## src/hw/rtl/grapq_pkg.sv

```systemverilog
// Shared constants, types and command/status bundles of the grid range-add point-query block.
`default_nettype none
package grapq_pkg;

   // Default tree sizes.
   localparam int MAX_ROWS_DEF = 64;
   localparam int MAX_COLS_DEF = 64;

   // Fixed field widths.
   localparam int DATA_W  = 32;
   localparam int COORD_W = 7;
   localparam int CFG_W   = 7;
   localparam int CSR_IX_W = 1;

   // Reset value of both size registers.
   localparam logic [CFG_W-1:0] SIZE_RESET = 7'd64;

   // Opcodes.
   localparam logic OP_ADD   = 1'b0;
   localparam logic OP_QUERY = 1'b1;

   // Register indexes.
   localparam logic [CSR_IX_W-1:0] CSR_ROWS = 1'b0;
   localparam logic [CSR_IX_W-1:0] CSR_COLS = 1'b1;

   // Controller states.
   typedef enum logic [5:0] {
      ST_CLEAR  = 6'b000001,
      ST_IDLE   = 6'b000010,
      ST_OUTER  = 6'b000100,
      ST_INNER  = 6'b001000,
      ST_UPDATE = 6'b010000,
      ST_RESP   = 6'b100000
   } state_type;

   // Commands from the controller to the datapath.
   typedef struct packed {
      logic load;
      logic o_start;
      logic o_adv;
      logic i_start;
      logic i_adv;
      logic mem_rd;
      logic mem_wr;
      logic acc_add;
      logic clr_wr;
      logic rsp_load;
   } cmd_type;

   // Status from the datapath to the controller.
   typedef struct packed {
      logic req_query;
      logic add_empty;
      logic is_query;
      logic o_cover;
      logic o_last;
      logic i_cover;
      logic i_last;
      logic clr_last;
   } status_type;

endpackage
`default_nettype wire

```

## src/hw/rtl/grapq_ctrl.sv

```systemverilog
// Controller state machine: clearing sweep, tree walks, tag updates and response handshake.
`default_nettype none
module grapq_ctrl
   import grapq_pkg::*;
(
   input  wire logic       clock,
   input  wire logic       reset,
   input  wire logic       req_valid,
   output logic            req_ready,
   output logic            rsp_valid,
   input  wire logic       rsp_ready,
   output cmd_type         cmd,
   input  wire status_type sts
);

   state_type state_ff, state_in;
   logic      rsp_valid_ff, rsp_valid_in;
   logic      slot_free;

   assign slot_free = !rsp_valid_ff || rsp_ready;

   // Next state and commands.
   always_comb begin
      state_in     = state_ff;
      cmd          = '0;
      req_ready    = 1'b0;
      rsp_valid_in = rsp_valid_ff && !rsp_ready;
      case (state_ff)
         ST_CLEAR: begin
            cmd.clr_wr = 1'b1;
            if (sts.clr_last) state_in = ST_IDLE;
         end
         ST_IDLE: begin
            req_ready = 1'b1;
            if (req_valid) begin
               cmd.load = 1'b1;
               if (sts.req_query || !sts.add_empty) begin
                  cmd.o_start = 1'b1;
                  state_in    = ST_OUTER;
               end
            end
         end
         ST_OUTER: begin
            if (sts.is_query || sts.o_cover) begin
               cmd.i_start = 1'b1;
               state_in    = ST_INNER;
            end else begin
               cmd.o_adv = 1'b1;
            end
         end
         ST_INNER: begin
            if (sts.is_query || sts.i_cover) begin
               cmd.mem_rd = 1'b1;
               state_in   = ST_UPDATE;
            end else begin
               cmd.i_adv = 1'b1;
            end
         end
         ST_UPDATE: begin
            if (sts.is_query) cmd.acc_add = 1'b1;
            else cmd.mem_wr = 1'b1;
            if (sts.i_last) begin
               if (sts.o_last) begin
                  state_in = sts.is_query ? ST_RESP : ST_IDLE;
               end else begin
                  cmd.o_adv = 1'b1;
                  state_in  = ST_OUTER;
               end
            end else begin
               cmd.i_adv = 1'b1;
               state_in  = ST_INNER;
            end
         end
         ST_RESP: begin
            if (slot_free) begin
               cmd.rsp_load = 1'b1;
               rsp_valid_in = 1'b1;
               state_in     = ST_IDLE;
            end
         end
         default: begin
            state_in = ST_IDLE;
         end
      endcase
   end

   always_ff @(posedge clock) begin
      if (reset) begin
         state_ff     <= ST_CLEAR;
         rsp_valid_ff <= 1'b0;
      end else begin
         state_ff     <= state_in;
         rsp_valid_ff <= rsp_valid_in;
      end
   end

   assign rsp_valid = rsp_valid_ff;

endmodule
`default_nettype wire

```

## config.mk

```make
export PLATFORM = sky130hd
export DESIGN_NAME = grapq_ctrl
export DESIGN_NICKNAME = d
export VERILOG_FILES = /design/src/hw/rtl/grapq_pkg.sv /design/src/hw/rtl/grapq_ctrl.sv
export SDC_FILE = /design/constraint.sdc
export NUM_CORES = 1
export LEC_CHECK = 0
export ABC_AREA = 1
export BUFFER_PORTS_ARGS = -buffer_cell sky130_fd_sc_hd__buf_2
export CELL_PAD_IN_SITES_DETAIL_PLACEMENT = 0
export CELL_PAD_IN_SITES_GLOBAL_PLACEMENT = 1
export CORE_ASPECT_RATIO = 1.4
export CORE_MARGIN = 2
export CORE_UTILIZATION = 30
export CTS_BUF_LIST = sky130_fd_sc_hd__clkbuf_8 sky130_fd_sc_hd__clkbuf_16
export DETAILED_ROUTE_END_ITERATION = 10
export PLACE_DENSITY = 0.87
export SLEW_MARGIN = 15
export SYNTH_ARGS = -nofsm -noshare
export SYNTH_HDL_FRONTEND = slang
export SYNTH_SLANG_ARGS = --single-unit
```

## constraint.sdc

```tcl
create_clock -name clock -period 2.9 [get_ports clock]
set_clock_uncertainty 0.2 [all_clocks]
set_input_delay 0.29 -clock clock [delete_from_list [all_inputs] [get_ports clock]]
set_output_delay 0.29 -clock clock [all_outputs]
set_load 0.02 [all_outputs]
```

==> out/results.md <==
| Result | Value |
|---|---|
| Crit path DAT | 1.30 ns |
| Highest fanout seen on the critical path | 8 |
| Area of placed instances | 714 um2 |
| Net count reported at finish | 137 |
| Outcome | finished, final reports clean |
| Clock Sinks | 7 |
| Initial antenna violation count | 0 |
| Worst Path Class, Setup | flop to output port |
| Pin count of the biggest net entering global routing | 9 |
| Via count of the first global-routing pass | 614 |
| Worst hold path class | input port to flop |
| Worst hold path depth | 2 |
| Average wire length per cell after detail routing | 9.53 um |
| Number of buffers created by CTS | 3 |
| Worst slew pin tran | 0.235 ns |
| Number of hold violations in the final report | 0 |
| Quantity of gates resized following cts | 0 |
| Finished Layout Cells | 144 |
| Power density over cell area | 661 mW/mm2 |
| Largest area contributor in the synthesized netlist | dfxtp_1 |
| Total negative slack | 0 ns |
| Worst setup slack after layout | 1.11 ns |
| Design Area, Final | 759 um2 |
| Combined area of all synthesized cells | 574 um2 |
| Shortest period the worst path allows | 1.79 ns |
| Cell family with the largest share of critical-path delay | flip-flops |
| Routed WL | 1370 um |
| Worst r2r src | state_ff[3] |
| Layout overhead on the synthesized area | 32.2% |
| WP data required | 2.41 ns |
| Overall die area | 0.00229 mm2 |
| Total global routing track utilization | 15.6% |
| Syn_nets | 109 |
| CTS root buf | clkbuf_8 |
| Peak VDD IR | 0.000241 V |
| Destination of the worst hold path | rsp_valid |
| Reg2reg path depth | 9 |
| CTS Hold Bufs | 0 |
| Max Buffers Root-to-Sink | 2 |
| Number of levels the H-tree was split into | 1 |
| Slowest stage cell, crit path | dfxtp_1 |
| Vertical die dimension | 55.8 um |
| Area share of the leading cell type in the synthesized netlist | 24.4% |
| Number of max-slew violations in the final report | 0 |
| Sequential cell area fraction in the yosys report | 24.4% |
| Initial standard-cell utilization of the core | 32.3% |
| Number of top-level pins | 24 |
| Yosys reg bits | 7 |
| Cell types with the largest area share after synthesis | dfxtp_1 (24%), nor2_1 (17%), nand2_1 (11%) |
| Post-layout total power | 502 uW |
| Depth of the critical timing path with buffers and inverters included | 6 |
| Worst R2R Setup Slack | 1.45 ns |
| Share of cells above drive strength 1 | 34.7% |
| Static power due to leakage | 0.000481 uW |
| Core Rows | 18 |
| Unrepaired setup endpoints after global routing | false |
| Placer congestion estimate | 0.796 |
| Placed instance count | 140 |
| Maximum capacitance violations | 0 |
| Nature of the critical path endpoint | output port |
| Total buffers and inverters traversed by the critical path | 2 |
| 1st-pass router iterations | 4 |
| Later-pin clock latency in the skew report | 0.23 ns |
| CORE AREA | 0.00178 mm2 |
| Pre-CTS setup slack | 1.27 ns |
| Top library cells by usage in the layout, fill and taps aside | nor2_1 (26), buf_2 (23), inv_1 (17), nand2_1 (17), dfxtp_1 (7) |
| # DRC | 0 |
| Setup-failing EPs final | 0 |
| Chip width | 41.0 um |
| Max stage delay on crit path | 0.32 ns |
| Slew margin rel. | 84.2% |
| CTS tree | yes |
| DR iter-0 viols | 6 |
| Count of synthesis-stage warnings from yosys | 0 |
| Detail-routed via count per cell | 4.54 |
| Share of the clock period used by the worst path | 61.7% |
| Average cell area after synthesis | 5.92 um2 |
| Type of origin of the critical path | flop |
| Critical Path, Cell by Cell | inv_1 -> nand2_2 -> nor2_4 -> nand2_4 -> o21ai_0 -> buf_2 |
| Worst min-delay path startpoint | reset |
| First-pass GRT wire length | 2390 um |
| Clock-pin slew reported for the worst setup and hold paths after clock tree synthesis | 0.04 ns |
| Mapped Cells | 97 |
| Buffers added on ports | 23 |
| Diodes inserted | 0 |
| Reg-to-reg endpoint | state_ff[2] |
| Number of unique standard cell types used by synthesis | 16 |
| Overall via count from detail_route | 654 |
| Post-CTS setup-driven buffer insertion count | 0 |
| Antenna Violating Nets Remaining | 0 |
| Overflow left after global routing | 0 |
| Max Clk Rate | 0.559 GHz |
| Most common library cell in the layout ignoring fill and taps | nor2_1 |
| Detail Placement HPWL | 1170 um |
==> kinds of logic (layout without fill, tap and decap cells) <==
logic type,after synthesis,count (layout),synth area share (%)
simple gates,69,69,61.2
buf+inv,18,45,11.8
flops,7,7,24.4
compound gates,3,3,2.61
==> report_power, final <==
part           leakage [uW]  internal, uW  switching [uW]
combinational      0.000397          78.7             148
sequential        0.0000575           117            21.8
clock             0.0000269          91.7            45.4
total              0.000481           287             215
==> per-stage QoR <==
step | util (%) | hold WS [ns]
3_3_place_gp | 40.2 | 0.298
6_report | 42.7 | 0.0594
5_1_grt | 42.7 | 0.0705
2_1_floorplan | - | 0.159
4_1_cts | 42.7 | 0.0595
3_5_place_dp | 40.2 | 0.310
==> synthesized netlist by cell type <==
| master | count |
|---|---|
| a21oi_1 | 1 |
| and3_1 | 1 |
| dfxtp_1 | 7 |
| inv_1 | 16 |
| inv_2 | 2 |
| nand2_1 | 17 |
| nand2_2 | 3 |
| nand2_4 | 2 |
| nand3_1 | 6 |
| nand3_2 | 2 |
| nand4_1 | 2 |
| nor2_1 | 26 |
| nor2_2 | 4 |
| nor2_4 | 4 |
| nor3_1 | 2 |
| o21ai_0 | 2 |
==> flip-flops by register name, indices dropped and copies added (netlist names) <==
| signal | count |
|---|---|
| rsp_valid | 1 |
| state_ff | 6 |
==> per-layer routing <==
layer / track usage (%) / part of all wire, % / vias up
li1: - / - / 349
met1: 15.4 / 37 / 279
met3: 2.80 / 6.5 / 4
met2: 24.6 / 53 / 22
met5: 0 / 0 / -
met4: 14.3 / 3.9 / 0
==> worst max-delay path by stage <==
stage	start	to
final	state_ff[3]	cmd[5]
after global routing	state_ff[3]	cmd[5]
after CTS	state_ff[3]	cmd[5]
after detailed placement	sts[5]	cmd[5]
after global placement	sts[5]	cmd[5]
after floorplan	state_ff[3]	cmd[5]
==> area by class of cell <==
type	instances	area, um2
timing repair buffer	23	115
sequential	7	140
multi-input combinational	72	367
inverter	18	67.6
fill	203	1020
clock buffer	3	41.3
tap	20	25.0
clock inverter	1	3.75
(Power assumes the default switching activity.)
